File: src/rtl/core/clas_pkg.sv
// Shared types and constants for the command line argument splitter.
// Item structs, output select and line status codes, character constants.
// No dependencies; every other file in rtl/core refers to this package.
`timescale 1ns / 1ps

package clas_pkg;

    // Character constants
    localparam logic [7:0] CH_QUOTE  = 8'h22;
    localparam logic [7:0] CH_BSLASH = 8'h5C;
    localparam logic [7:0] CH_SPACE  = 8'h20;
    localparam logic [7:0] CH_TAB    = 8'h09;

    // Bounds: held backslash run and saturating argument count
    localparam int unsigned MAX_PENDING_BACKSLASH = 31;
    localparam int unsigned MAX_ARGS              = 255;
    localparam logic [4:0]  HOLD_LIMIT =
        5'((MAX_PENDING_BACKSLASH < 31) ? MAX_PENDING_BACKSLASH : 31);
    localparam logic [7:0]  TALLY_CAP  =
        8'((MAX_ARGS < 255) ? MAX_ARGS : 255);

    // Quote run reaches this count and emits one literal quote
    localparam logic [1:0]  QUOTE_TRIPLE_LAST = 2'd2;

    // Line status codes
    localparam logic [1:0] ST_OK    = 2'd0;
    localparam logic [1:0] ST_EMPTY = 2'd1;
    localparam logic [1:0] ST_OVER  = 2'd2;

    // Output register load select
    localparam logic [1:0] SEL_END  = 2'd0;   // end of argument, line goes on
    localparam logic [1:0] SEL_BSL  = 2'd1;   // one held backslash
    localparam logic [1:0] SEL_TAIL = 2'd2;   // captured character
    localparam logic [1:0] SEL_FIN  = 2'd3;   // last end mark of the line

    // Output kind codes
    localparam logic KIND_CHAR = 1'b0;
    localparam logic KIND_END  = 1'b1;

    typedef struct packed {
        logic [7:0] in_byte;
        logic       end_of_line;
    } t_in_item;

    typedef struct packed {
        logic [7:0] out_byte;
        logic       out_kind;
        logic       line_done;
        logic [7:0] arg_total;
        logic [1:0] status;
    } t_out_item;

    // Controller to datapath
    typedef struct packed {
        logic       take;        // input item accepted this cycle
        logic       clear;       // line ends: capture final status, clear state
        logic       empty_line;  // line had no character
        logic       tally_up;    // a new argument begins
        logic       fresh;       // evaluate rules from a cleared argument state
        logic       arg_apply;   // commit the argument rule state
        logic       load;        // load the output register
        logic [1:0] sel;         // what to load
    } t_dp_cmd;

    // Datapath to controller
    typedef struct packed {
        logic       eol;
        logic       blank;
        logic       quote;
        logic [4:0] a_nbs;       // backslashes to emit before the tail
        logic       a_tail;      // the character itself is emitted
        logic       a_gap;       // argument closed by a blank
        logic [4:0] pb;          // held backslash count
    } t_dp_sts;

endpackage

File: src/rtl/core/command_line_argument_splitter_core.sv
// Command line argument splitter, top level.
// Depends on clas_pkg, clas_ctrl and clas_dp.
//
// Usage:
//   Input channel (i_in_valid / o_in_stall / i_in_item) takes one command
//   line character per item, or an end-of-line item that closes the line.
//   Output channel (o_out_valid / i_out_stall / o_out_item) gives argument
//   characters and end-of-argument marks; the last result of a line has
//   line_done set with the argument count and the line status.
//   The results of an accepted item are queued in the controller's owed
//   result registers and then loaded into the output register in order.
//   Throughput: one item per cycle while each item causes at most one
//   result and the receiver does not stall. An item that causes k results
//   holds o_in_stall until its last result is loaded, since the output
//   register takes one result a cycle; a held backslash run flushed on its closing character gives up to 32.
//   When the receiver stalls, the output register holds its result and
//   the input stalls once the queued results of the current item are due.
//   Reset (synchronous, active low) clears the phase, the argument state,
//   the queued results and the output valid; a new line starts after it.
`timescale 1ns / 1ps

module command_line_argument_splitter_core (
    input  logic                i_clk,
    input  logic                i_rst_n,
    input  logic                i_in_valid,
    output logic                o_in_stall,
    input  clas_pkg::t_in_item  i_in_item,
    output logic                o_out_valid,
    input  logic                i_out_stall,
    output clas_pkg::t_out_item o_out_item
);

    clas_pkg::t_dp_cmd dp_cmd;
    clas_pkg::t_dp_sts dp_sts;

    clas_ctrl u_ctrl (
        .i_clk       (i_clk),
        .i_rst_n     (i_rst_n),
        .i_in_valid  (i_in_valid),
        .o_in_stall  (o_in_stall),
        .o_out_valid (o_out_valid),
        .i_out_stall (i_out_stall),
        .i_sts       (dp_sts),
        .o_cmd       (dp_cmd)
    );

    clas_dp u_dp (
        .i_clk      (i_clk),
        .i_rst_n    (i_rst_n),
        .i_in_item  (i_in_item),
        .i_cmd      (dp_cmd),
        .o_sts      (dp_sts),
        .o_out_item (o_out_item)
    );

endmodule

File: src/rtl/core/clas_dp.sv
// Datapath of the argument splitter: character rules, argument state,
// argument tally, final status capture and the output register.
// Depends on clas_pkg; driven by clas_ctrl through t_dp_cmd.
`timescale 1ns / 1ps

module clas_dp (
    input  logic                i_clk,
    input  logic                i_rst_n,
    input  clas_pkg::t_in_item  i_in_item,
    input  clas_pkg::t_dp_cmd   i_cmd,
    output clas_pkg::t_dp_sts   o_sts,
    output clas_pkg::t_out_item o_out_item
);

    logic [1:0] r_ql;
    logic [4:0] r_pb;
    logic       r_iqr;
    logic       r_ovf;
    logic [7:0] r_tally;
    logic [7:0] r_tail_byte;
    logic [7:0] r_fin_tally;
    logic [1:0] r_fin_status;
    clas_pkg::t_out_item r_out;

    logic [1:0] n_ql;
    logic [4:0] n_pb;
    logic       n_iqr;
    logic       n_ovf;
    clas_pkg::t_out_item n_out;

    logic [7:0] c;
    logic       is_q;
    logic       is_bs;
    logic       is_bl;
    logic [1:0] e_ql;
    logic [4:0] e_pb;
    logic       e_iqr;
    logic [4:0] a_nbs;
    logic       a_tail;
    logic       a_gap;

    // Character classes
    assign c     = i_in_item.in_byte;
    assign is_q  = (c == clas_pkg::CH_QUOTE);
    assign is_bs = (c == clas_pkg::CH_BSLASH);
    assign is_bl = (c == clas_pkg::CH_SPACE) || (c == clas_pkg::CH_TAB);

    // Rule inputs: a new argument starts from cleared state
    assign e_ql  = i_cmd.fresh ? 2'd0 : r_ql;
    assign e_pb  = i_cmd.fresh ? 5'd0 : r_pb;
    assign e_iqr = i_cmd.fresh ? 1'b0 : r_iqr;

    // Backslash halving and quote run rules for one character
    always_comb begin
        logic [1:0] ql_e;
        ql_e   = e_ql;
        n_ql   = e_ql;
        n_pb   = e_pb;
        n_iqr  = e_iqr;
        n_ovf  = r_ovf;
        a_nbs  = 5'd0;
        a_tail = 1'b0;
        a_gap  = 1'b0;
        if (e_iqr && is_q) begin
            // quote run goes on; the third quote is literal
            if (e_ql == clas_pkg::QUOTE_TRIPLE_LAST) begin
                a_tail = 1'b1;
                n_ql   = 2'd0;
            end else begin
                n_ql = e_ql + 2'd1;
            end
        end else begin
            // quote run ends; a pair closes back to unquoted
            if (e_iqr && (e_ql == clas_pkg::QUOTE_TRIPLE_LAST)) begin
                ql_e = 2'd0;
            end
            n_ql  = ql_e;
            n_iqr = 1'b0;
            if (is_bl && (ql_e == 2'd0)) begin
                a_nbs = e_pb;
                n_pb  = 5'd0;
                a_gap = 1'b1;
            end else if (is_bs) begin
                if (e_pb >= clas_pkg::HOLD_LIMIT) begin
                    a_tail = 1'b1;
                    n_ovf  = 1'b1;
                end else begin
                    n_pb = e_pb + 5'd1;
                end
            end else if (is_q) begin
                a_nbs = {1'b0, e_pb[4:1]};
                if (e_pb[0]) begin
                    a_tail = 1'b1;
                end else begin
                    n_ql = ql_e + 2'd1;
                end
                n_pb  = 5'd0;
                n_iqr = 1'b1;
            end else begin
                a_nbs  = e_pb;
                n_pb   = 5'd0;
                a_tail = 1'b1;
            end
        end
    end

    assign o_sts.eol    = i_in_item.end_of_line;
    assign o_sts.blank  = is_bl;
    assign o_sts.quote  = is_q;
    assign o_sts.a_nbs  = a_nbs;
    assign o_sts.a_tail = a_tail;
    assign o_sts.a_gap  = a_gap;
    assign o_sts.pb     = r_pb;

    // Argument state and tally
    always_ff @(posedge i_clk) begin
        if (!i_rst_n) begin
            r_ql    <= 2'd0;
            r_pb    <= 5'd0;
            r_iqr   <= 1'b0;
            r_ovf   <= 1'b0;
            r_tally <= 8'd0;
        end else if (i_cmd.take) begin
            if (i_cmd.clear) begin
                r_ql    <= 2'd0;
                r_pb    <= 5'd0;
                r_iqr   <= 1'b0;
                r_ovf   <= 1'b0;
                r_tally <= 8'd0;
            end else begin
                if (i_cmd.arg_apply) begin
                    r_ql  <= n_ql;
                    r_pb  <= n_pb;
                    r_iqr <= n_iqr;
                    r_ovf <= n_ovf;
                end
                if (i_cmd.tally_up && (r_tally < clas_pkg::TALLY_CAP)) begin
                    r_tally <= r_tally + 8'd1;
                end
            end
        end
    end

    // Captured payload for the queued results of the item
    always_ff @(posedge i_clk) begin
        if (i_cmd.take) begin
            r_tail_byte <= c;
            if (i_cmd.clear) begin
                r_fin_tally <= r_tally;
                if (i_cmd.empty_line) begin
                    r_fin_status <= clas_pkg::ST_EMPTY;
                end else if (r_ovf) begin
                    r_fin_status <= clas_pkg::ST_OVER;
                end else begin
                    r_fin_status <= clas_pkg::ST_OK;
                end
            end
        end
    end

    // Next result from the load select
    always_comb begin
        n_out          = '0;
        n_out.out_kind = clas_pkg::KIND_END;
        n_out.status   = clas_pkg::ST_OK;
        case (i_cmd.sel)
            clas_pkg::SEL_END: begin
                n_out.out_kind = clas_pkg::KIND_END;
            end
            clas_pkg::SEL_BSL: begin
                n_out.out_byte = clas_pkg::CH_BSLASH;
                n_out.out_kind = clas_pkg::KIND_CHAR;
            end
            clas_pkg::SEL_TAIL: begin
                n_out.out_byte = r_tail_byte;
                n_out.out_kind = clas_pkg::KIND_CHAR;
            end
            clas_pkg::SEL_FIN: begin
                n_out.line_done = 1'b1;
                n_out.arg_total = r_fin_tally;
                n_out.status    = r_fin_status;
            end
            default: begin
                n_out.out_kind = clas_pkg::KIND_END;
            end
        endcase
    end

    // Output register
    always_ff @(posedge i_clk) begin
        if (i_cmd.load) begin
            r_out <= n_out;
        end
    end

    assign o_out_item = r_out;

endmodule

File: src/rtl/core/clas_ctrl.sv
// Controller of the argument splitter: phase state machine, queue of
// results owed for the current item, handshakes and output valid.
// Depends on clas_pkg; commands clas_dp through t_dp_cmd.
`timescale 1ns / 1ps

module clas_ctrl (
    input  logic              i_clk,
    input  logic              i_rst_n,
    input  logic              i_in_valid,
    output logic              o_in_stall,
    output logic              o_out_valid,
    input  logic              i_out_stall,
    input  clas_pkg::t_dp_sts i_sts,
    output clas_pkg::t_dp_cmd o_cmd
);

    localparam logic [2:0] PH_AWAIT        = 3'd0;
    localparam logic [2:0] PH_FIRST_QUOTED = 3'd1;
    localparam logic [2:0] PH_FIRST_PLAIN  = 3'd2;
    localparam logic [2:0] PH_GAP          = 3'd3;
    localparam logic [2:0] PH_ARG          = 3'd4;

    logic [2:0] r_phase;
    logic [2:0] n_phase;
    logic       r_out_valid;

    // Results owed: lead end mark, backslashes, character, final end mark
    logic       r_lead;
    logic [4:0] r_cnt;
    logic       r_tail;
    logic       r_fin;
    logic       n_lead;
    logic [4:0] n_cnt;
    logic       n_tail;
    logic       n_fin;

    logic [5:0] remaining;
    logic       job_busy;
    logic       job_last;
    logic       slot_free;
    logic       emit;
    logic       take;
    logic       clear;
    logic       empty_line;
    logic       tally_up;
    logic       fresh;
    logic       arg_apply;
    logic [1:0] sel;

    // Queue occupancy and handshake
    assign remaining = {5'd0, r_lead} + {1'b0, r_cnt} + {5'd0, r_tail} + {5'd0, r_fin};
    assign job_busy  = (remaining != 6'd0);
    assign job_last  = (remaining == 6'd1);
    assign slot_free = !r_out_valid || !i_out_stall;
    assign emit      = job_busy && slot_free;
    assign o_in_stall = job_busy && !(job_last && slot_free);
    assign take      = i_in_valid && !o_in_stall;

    // Next result to load
    always_comb begin
        if (r_lead) begin
            sel = clas_pkg::SEL_END;
        end else if (r_cnt != 5'd0) begin
            sel = clas_pkg::SEL_BSL;
        end else if (r_tail) begin
            sel = clas_pkg::SEL_TAIL;
        end else begin
            sel = clas_pkg::SEL_FIN;
        end
    end

    // Phase decisions for the item at the input
    always_comb begin
        n_phase    = r_phase;
        n_lead     = 1'b0;
        n_cnt      = 5'd0;
        n_tail     = 1'b0;
        n_fin      = 1'b0;
        clear      = 1'b0;
        empty_line = 1'b0;
        tally_up   = 1'b0;
        fresh      = 1'b0;
        arg_apply  = 1'b0;
        case (r_phase)
            PH_AWAIT: begin
                if (i_sts.eol) begin
                    n_fin      = 1'b1;
                    clear      = 1'b1;
                    empty_line = 1'b1;
                end else begin
                    tally_up = 1'b1;
                    if (i_sts.quote) begin
                        n_phase = PH_FIRST_QUOTED;
                    end else if (i_sts.blank) begin
                        n_phase = PH_GAP;
                    end else begin
                        n_tail  = 1'b1;
                        n_phase = PH_FIRST_PLAIN;
                    end
                end
            end
            PH_FIRST_QUOTED: begin
                if (i_sts.eol) begin
                    n_fin   = 1'b1;
                    clear   = 1'b1;
                    n_phase = PH_AWAIT;
                end else if (i_sts.quote) begin
                    n_phase = PH_GAP;
                end else begin
                    n_tail = 1'b1;
                end
            end
            PH_FIRST_PLAIN: begin
                if (i_sts.eol) begin
                    n_fin   = 1'b1;
                    clear   = 1'b1;
                    n_phase = PH_AWAIT;
                end else if (i_sts.blank) begin
                    n_phase = PH_GAP;
                end else begin
                    n_tail = 1'b1;
                end
            end
            PH_GAP: begin
                if (i_sts.eol) begin
                    n_fin   = 1'b1;
                    clear   = 1'b1;
                    n_phase = PH_AWAIT;
                end else if (!i_sts.blank) begin
                    // close previous argument, open a new one
                    n_lead    = 1'b1;
                    tally_up  = 1'b1;
                    fresh     = 1'b1;
                    arg_apply = 1'b1;
                    n_cnt     = i_sts.a_nbs;
                    n_tail    = i_sts.a_tail;
                    n_phase   = PH_ARG;
                end
            end
            PH_ARG: begin
                if (i_sts.eol) begin
                    // held backslashes go out literally
                    n_cnt   = i_sts.pb;
                    n_fin   = 1'b1;
                    clear   = 1'b1;
                    n_phase = PH_AWAIT;
                end else begin
                    arg_apply = 1'b1;
                    n_cnt     = i_sts.a_nbs;
                    n_tail    = i_sts.a_tail;
                    if (i_sts.a_gap) begin
                        n_phase = PH_GAP;
                    end
                end
            end
            default: begin
                n_phase = PH_AWAIT;
            end
        endcase
    end

    // Phase register
    always_ff @(posedge i_clk) begin
        if (!i_rst_n) begin
            r_phase <= PH_AWAIT;
        end else if (take) begin
            r_phase <= n_phase;
        end
    end

    // Owed results: reloaded on accept, drained one per load
    always_ff @(posedge i_clk) begin
        if (!i_rst_n) begin
            r_lead <= 1'b0;
            r_cnt  <= 5'd0;
            r_tail <= 1'b0;
            r_fin  <= 1'b0;
        end else if (take) begin
            r_lead <= n_lead;
            r_cnt  <= n_cnt;
            r_tail <= n_tail;
            r_fin  <= n_fin;
        end else if (emit) begin
            if (r_lead) begin
                r_lead <= 1'b0;
            end else if (r_cnt != 5'd0) begin
                r_cnt <= r_cnt - 5'd1;
            end else if (r_tail) begin
                r_tail <= 1'b0;
            end else begin
                r_fin <= 1'b0;
            end
        end
    end

    // Output valid
    always_ff @(posedge i_clk) begin
        if (!i_rst_n) begin
            r_out_valid <= 1'b0;
        end else if (emit) begin
            r_out_valid <= 1'b1;
        end else if (!i_out_stall) begin
            r_out_valid <= 1'b0;
        end
    end

    assign o_out_valid = r_out_valid;

    assign o_cmd.take       = take;
    assign o_cmd.clear      = clear;
    assign o_cmd.empty_line = empty_line;
    assign o_cmd.tally_up   = tally_up;
    assign o_cmd.fresh      = fresh;
    assign o_cmd.arg_apply  = arg_apply;
    assign o_cmd.load       = emit;
    assign o_cmd.sel        = sel;

    // A line end always returns to the first-character phase
    a_eol_to_await: assert property (@(posedge i_clk) disable iff (!i_rst_n)
        (take && i_sts.eol) |=> (r_phase == PH_AWAIT))
        else $error("line end did not return to await phase");

    // An opening end mark never shares an item with the line's final mark
    a_lead_fin: assert property (@(posedge i_clk) disable iff (!i_rst_n)
        !(r_lead && r_fin))
        else $error("lead end mark and final end mark both owed");

    // A character result and a final end mark come from different items
    a_tail_fin: assert property (@(posedge i_clk) disable iff (!i_rst_n)
        !(r_tail && r_fin))
        else $error("character and final end mark both owed");

    // A new argument starts with no held backslashes
    a_lead_cnt: assert property (@(posedge i_clk) disable iff (!i_rst_n)
        r_lead |-> (r_cnt == 5'd0))
        else $error("backslashes owed behind an argument start");

endmodule

File: config.mk
export PLATFORM = sky130hd
export DESIGN_NAME = command_line_argument_splitter_core
export DESIGN_NICKNAME = d
export VERILOG_FILES = /design/src/rtl/core/clas_pkg.sv /design/src/rtl/core/command_line_argument_splitter_core.sv /design/src/rtl/core/clas_dp.sv /design/src/rtl/core/clas_ctrl.sv
export SDC_FILE = /design/constraint.sdc
export NUM_CORES = 1
export LEC_CHECK = 0
export ABC_CLOCK_PERIOD_IN_PS = 4700
export BUFFER_PORTS_ARGS = -buffer_cell sky130_fd_sc_hd__buf_2
export CAP_MARGIN = 40
export CELL_PAD_IN_SITES_DETAIL_PLACEMENT = 1
export CELL_PAD_IN_SITES_GLOBAL_PLACEMENT = 1
export CORE_ASPECT_RATIO = 1.2
export CORE_MARGIN = 3
export CORE_UTILIZATION = 46
export CTS_CLUSTER_SIZE = 24
export DETAILED_ROUTE_END_ITERATION = 6
export PLACE_DENSITY = 0.88
export SLEW_MARGIN = 20
export SYNTH_ARGS = -nofsm -noshare
export SYNTH_HDL_FRONTEND = slang
export SYNTH_SLANG_ARGS = --single-unit
File: constraint.sdc
create_clock -name i_clk -period 4.7 [get_ports i_clk]
set_input_delay 0.705 -clock i_clk [delete_from_list [all_inputs] [get_ports i_clk]]
set_output_delay 0.705 -clock i_clk [all_outputs]
set_load 0.02 [all_outputs]
# ---- Word level (Yosys, flattened, before mapping)
# Index checks and enable logic that the tools add are counted.
# W data, S select, Z words.
dict set report totals {
  word_cells 190
  in_bits 13
  reg_bits 67
  ramBits 0
  latch_bits 0
  memories 0
  rom_bits 0
}
dict set report classes {
  multipliers 0
  n_bitwise 0
  reduce_logical 34
  addsub 8
  eq_ne 24
  magnitude_cmp 2
  div_mod_pow 0
  shift 0
  n_mux 103
}
# op count
set ops {}
lappend ops {{$mux W5} 18}
lappend ops {{$mux W1} 52}
lappend ops {{$mux W3} 10}
lappend ops {{$mux W2} 14}
lappend ops {{$eq A8 B6 Y1 const B} 2}
lappend ops {{$mux W8} 2}
lappend ops {{$pmux W8 S2} 1}
lappend ops {{$pmux W3 S5} 1}
lappend ops {{$add A6 B1 Y6} 2}
lappend ops {{$reduce_and A6 Y1} 2}
lappend ops {{$reduce_bool A2 Y1} 6}
lappend ops {{$mux W11} 1}
lappend ops {{$ne A2 B2 Y1 const B} 5}
lappend ops {{$pmux W5 S2} 1}
lappend ops {{$ne A3 B2 Y1 const B} 3}
lappend ops {{$add A8 B1 Y8 const B} 1}
lappend ops {{$eq A8 B4 Y1 const B} 1}
lappend ops {{$eq A8 B7 Y1 const B} 1}
lappend ops {{$logic_and A1 B1 Y1} 8}
lappend ops {{$lt A8 B8 Y1 const B} 1}
lappend ops {{$add A1 B5 Y6} 1}
lappend ops {{$eq A2 B2 Y1 const B} 3}
lappend ops {{$eq A3 B2 Y1 const B} 2}
lappend ops {{$eq A6 B1 Y1 const B} 1}
lappend ops {{other kinds (22)} 32}

# ---- Depth between registers and ports, before layout
dict set report logic_depth {
  word_depth 18
  depth_mapped 14
  mapped_depth_nobuf 13
}

# ---- By module
# Synthesis repeated with hierarchy kept, for this count alone.
dict set report unflattened {
  hier_cells 358
  hier_area_um2 3628.5
}
# module n_inst cells_per_inst area_each_um2
set by_module_without_submodules {}
lappend by_module_without_submodules {clas_dp 1 223 2576.2}
lappend by_module_without_submodules {clas_ctrl 1 135 1052.3}

# ---- Least setup slack after synthesis
# Ideal clock, no wire load.
dict set report synth_timing {
  path_kind {flip-flop to flip-flop}
  start {reg u_ctrl.r_lead}
  end {reg u_dp.r_fin_status[0] (enable)}
  t_required_ns 4.366
  setup_time_ns 0.334
  stages_incl_launch_ff 12
  period_less_slack_ns 3.290
  slack_ns 1.410
  t_arrival_ns 2.956
  cell_sequence {dfxtp_1 fa_1 ha_1 fa_1 or3_4 a311o_1 or2_1 buf_6 clkinv_8 buf_6 nand2_1 inv_1}
}
dict set report synth_via {
  elab_chain_len 10
}
# element line
set synth_rtl {}
lappend synth_rtl {{from (decl)} clas_ctrl.sv:28} ;# logic r_lead;
lappend synth_rtl {{from (signal assigned)} clas_ctrl.sv:179} ;# r_lead <= n_lead;
lappend synth_rtl {{$add A1 B5 Y6 (*)} clas_ctrl.sv:51} ;# assign remaining = {5'd0, r_lead} + {1'b0, r_cnt} + {5'd0, r_tail} + {5'd0, r_fin};
lappend synth_rtl {{$add A6 B1 Y6 (*) (2 in a row)} clas_ctrl.sv:51}
lappend synth_rtl {{$eq A6 B1 Y1} clas_ctrl.sv:53} ;# assign job_last = (remaining == 6'd1);
lappend synth_rtl {{$logic_and A1 B1 Y1} clas_ctrl.sv:56} ;# assign o_in_stall = job_busy && !(job_last && slot_free);
lappend synth_rtl {{$logic_not A1 Y1} clas_ctrl.sv:56}
lappend synth_rtl {{$logic_and A1 B1 Y1 (*)} clas_ctrl.sv:56}
lappend synth_rtl {{$logic_not A1 Y1 (*)} clas_ctrl.sv:57} ;# assign take = i_in_valid && !o_in_stall;
lappend synth_rtl {{$logic_and A1 B1 Y1 (*)} clas_ctrl.sv:57}
lappend synth_rtl {{named net u_ctrl.take} clas_ctrl.sv:42} ;# logic take;
lappend synth_rtl {{$reduce_and A2 Y1 (no source line) (*)} -}
lappend synth_rtl {{to (signal assigned)} clas_dp.sv:151} ;# r_fin_status <= clas_pkg::ST_EMPTY;
lappend synth_rtl {{to (signal assigned)} clas_dp.sv:153} ;# r_fin_status <= clas_pkg::ST_OVER;
lappend synth_rtl {{to (signal assigned)} clas_dp.sv:155} ;# r_fin_status <= clas_pkg::ST_OK;
lappend synth_rtl {{to (decl)} clas_dp.sv:22} ;# logic [1:0] r_fin_status;
# The timed path passes the listed nets; every way through them passes the cells marked *.
# A chain may end at the register's enable or synchronous reset.

# ---- Worst setup path after layout
dict set report layout_timing {
  start {reg u_ctrl.r_lead}
  end {reg u_dp.r_fin_tally[3] (enable)}
}
dict set report layout_via {
  elab_chain_len 10
}
# element line
set layout_rtl {}
lappend layout_rtl {{$add A1 B5 Y6 (*)} clas_ctrl.sv:51}
lappend layout_rtl {{$add A6 B1 Y6 (*) (2 in a row)} clas_ctrl.sv:51}
lappend layout_rtl {{$eq A6 B1 Y1} clas_ctrl.sv:53}
lappend layout_rtl {{$logic_and A1 B1 Y1} clas_ctrl.sv:56}
lappend layout_rtl {{$logic_not A1 Y1} clas_ctrl.sv:56}
lappend layout_rtl {{$logic_and A1 B1 Y1 (*)} clas_ctrl.sv:56}
lappend layout_rtl {{$logic_not A1 Y1 (*)} clas_ctrl.sv:57}
lappend layout_rtl {{$logic_and A1 B1 Y1 (*)} clas_ctrl.sv:57}
lappend layout_rtl {{$reduce_and A2 Y1 (no source line) (*)} -}
lappend layout_rtl {{to (signal assigned)} clas_dp.sv:149} ;# r_fin_tally <= r_tally;
lappend layout_rtl {{to (decl)} clas_dp.sv:21} ;# logic [7:0] r_fin_tally;
# Mark *: on every way between the ends. The rest lies on a longest branch, timed or not.

==> metrics.md <==
| Metric | Value |
|---|---|
| Wirelength, routed | `slightly above 9 mm` |
| Core Rows | `34` |
| VDD IR max | `about 0.44 mV` |
| Seq cells post-synth | `67` |
| Most common cell after layout, fill and taps aside | `edfxtp_1` |
| Post-synthesis to final-layout area growth | `12.7%` |
| Post-CTS Setup Bufs | `0` |
| Power Total | `between 2 and 3 mW` |
| Vias in the first global route | `about 3100` |
| Antenna violations before repair | `0` |
| Share of post-route cells with drive strength above 1 | `0.150` |
| Worst path arrival time | `between 3 and 4 ns` |
| Post-DP HPWL | `6.76 mm` |
| Core ar. | `around 7400 µm²` |
| Critical Path Sink Type | `register` |
| Cell Pwr Density | `approximately 630 nW/µm²` |
| Post-CTS resize count | `0` |
| Via Count | `3014` |
| Critical path required time | `around 4.7 ns` |
| Die area | `a little under 9000 µm²` |
| GPL Wtd Cong | `~0.87` |
| Die height | `103 µm` |
| Nets | `420` |
| First-pass GRT wire length | `~15 mm` |
| Pint | `~1.5 mW` |
| Leak | `approximately 1.5 nW` |
| Inserted Diodes | `0` |
| Synthesized net count | `around 390` |
| Predominant post-synthesis flop cell | `edfxtp_1` |
| Vias/cell | `between 6 and 7` |
| Max cap viols | `0` |
| Clock power frac | `0.219` |
| Final hold violations | `0` |
| Final slew viol count | `0` |
| Yosys Warn Count | `0` |
| Antenna viol nets, final | `0` |
| Crit Path Class | `reg2reg` |
| DR iter-0 viols | `~240` |
| Sequence of cells on the critical path | `fa_1 > ha_1 > fa_1 > or3_4 > a311o_1 > or2_1 > clkinv_8 > nand2_1 > inv_1` |
| Largest stage delay, worst path | `approximately 0.47 ns` |
| Ys async rst share | `0` |
| Multi-input logic area | `about 1700 µm²` |
| Avg WL per Cell | `~18 µm` |
| Die width | `between 80 and 90 µm` |
| Final critical-path required period | `3.67 ns` |
| Setup TNS | `0 ns` |
| Comb pwr share | `0.394` |
| Setup-failing EPs final | `0` |
| Clock root cell | `clkbuf_8` |
| DRT Pass-1 Iters | `4` |
| Hold Crit Class | `reg2reg` |
| TritonCTS buffer count | `9` |
| Status | `finished clean` |
| Clk buf depth | `2` |
| Total grt overflow | `0` |
| Post-route DRC | `0` |
| Initial Util | `0.483` |
| CTS tree | `done` |
| Fmax | `0.273 GHz` |
| Design area | `4030 µm²` |
| Fillers | `around 820` |
| Clk sink count | `67` |
| Unrepaired setup endpoints after global routing | `false` |
| Switching share of power | `0.395` |
| Syn Area/Cell | `9.86 µm²` |
| Largest net degree at the start of global routing | `31` |
| Reg area | `roughly 1700 µm²` |
| Sequential share of the synthesized area | `0.481` |
| Seq pwr share | `0.387` |
| Post-synth EDFFs | `38` |
| Synth unique cells | `between 60 and 70` |
| I/O pin count | `35` |
| Slew margin rel. | `0.500` |
| Overall Global Routing Usage | `0.215` |
| CP max stage cell | `dfxtp_1` |
| Most frequent cells in the layout | `edfxtp_1, nand2_1, buf_2` |
| Port bufs | `34` |
| Synthesized instance count | `roughly 360` |
| Clock Latency Late Sink | `around 0.35 ns` |
| Skew final | `around 0.010 ns` |
| Switch Pwr | `around 1 mW` |
| Critical path's most frequent cell | `fa_1` |
| CTS clk-pin slew, worst paths | `0.08 ns` |
| Synth Cell Area | `approximately 3600 µm²` |
| Post-DP Area | `3800 µm²` |
| Worst-Margin Slew | `0.749 ns` |
| CTS Hold Bufs | `0` |
| Crit path max fanout | `21` |
| H-tree Lvls | `3` |
| Final critical-path share of the clock period | `0.780` |
| Setup crit start kind | `register` |
## state kept, by name (all words and copies together) (netlist names)
name                count
u_ctrl.r_lead           1
u_ctrl.r_phase          3
u_dp.r_tail_byte        8
u_ctrl.r_tail           1
u_dp.r_tally            8
u_ctrl.r_fin            1
u_dp.r_ql               2
u_dp.r_fin_status       2
u_ctrl.o_out_valid      1
u_ctrl.r_cnt            5
u_dp.o_out_item        20
u_dp.r_pb               5
u_dp.r_iqr              1
u_dp.r_fin_tally        8
u_dp.r_ovf              1
## stage by stage
step / std cells / util / hold slack, ns / setup WS (ns)
finish: 490 / 0.545 / 0.492 / 1.03
global route: 490 / 0.545 / 0.521 / 0.840
CTS: 490 / 0.545 / 0.496 / 1.00
detailed placement: 474 / 0.513 / 0.480 / 0.914
global placement: 474 / 0.513 / 0.472 / 1.08
floorplan: 363 / - / 0.432 / 1.41
## per-layer routing
layer / GRT usage / vias to the layer above / part of all wire
li1: - / 1425 / -
met1: 0.247 / 1483 / 0.42
met2: 0.390 / 82 / 0.51
met3: 0.0424 / 24 / 0.047
met4: 0.0875 / 0 / 0.028
met5: 0 / - / 0
## cells by family after synthesis
| kind of cell | Yosys count | synth area share |
|---|---|---|
| adders and majority gates | 12 | 0.0462 |
| xor gates and xnor gates | 5 | 0.0122 |
| buffers and inverters | 30 | 0.0395 |
| muxes | 4 | 0.0112 |
| DFF | 67 | 0.481 |
| and+or+nand+nor | 156 | 0.240 |
| AOI/OAI and AO/OA | 89 | 0.170 |
## worst paths after layout
kind                 startpoint             endpoint  slack (ns)  cells past startpoint
setup / recovery  u_ctrl.r_lead  u_dp.r_fin_tally[3]        1.03                      9
hold / removal     u_dp.r_ql[0]         u_dp.r_ql[0]        0.49                      2
setup reg to reg  u_ctrl.r_lead  u_dp.r_fin_tally[3]        1.03                      9
hold reg to reg    u_dp.r_ql[0]         u_dp.r_ql[0]        0.49                      2
## synthesized netlist by cell type (10+ instances only)
cell / count / share of area
a21oi_1: 25 / 0.035
and2_1: 22 / 0.038
clkbuf_1: 11 / 0.012
dfxtp_1: 29 / 0.16
edfxtp_1: 38 / 0.32
ha_1: 10 / 0.035
inv_1: 15 / 0.016
nand2_1: 35 / 0.037
nand3_1: 14 / 0.020
nor2_1: 28 / 0.029
o21ai_0: 20 / 0.028
## layout make-up
cell class | count | area share
flip-flops and latches | 67 | 0.427
multi-input cells | 266 | 0.425
repair buffers | 35 | 0.0441
clock buffers | 10 | 0.0341
well taps | 90 | 0.0279
clock inverters | 6 | 0.0236
inverters | 16 | 0.0180
## worst max-delay path, delay by kind of cell, from the launching register on
family,cells,cell delay (ns)
adders and majority gates,3,1.13
buffers and inverters,2,0.54
AOI/OAI and AO/OA,1,0.29
and+or+nand+nor,3,0.90
DFF,1,0.47
## power groups by stage
stage	clock (mW)	sequential [mW]	combinational, mW
2_1_floorplan	0	1.09	0.614
3_3_place_gp	0	0.981	0.945
3_5_place_dp	0	0.999	1.02
4_1_cts	0.569	0.986	1.02
5_1_grt	0.587	1.00	1.11
6_report	0.558	0.983	1.00
No activity file was read; power rests on OpenSTA's default activity.
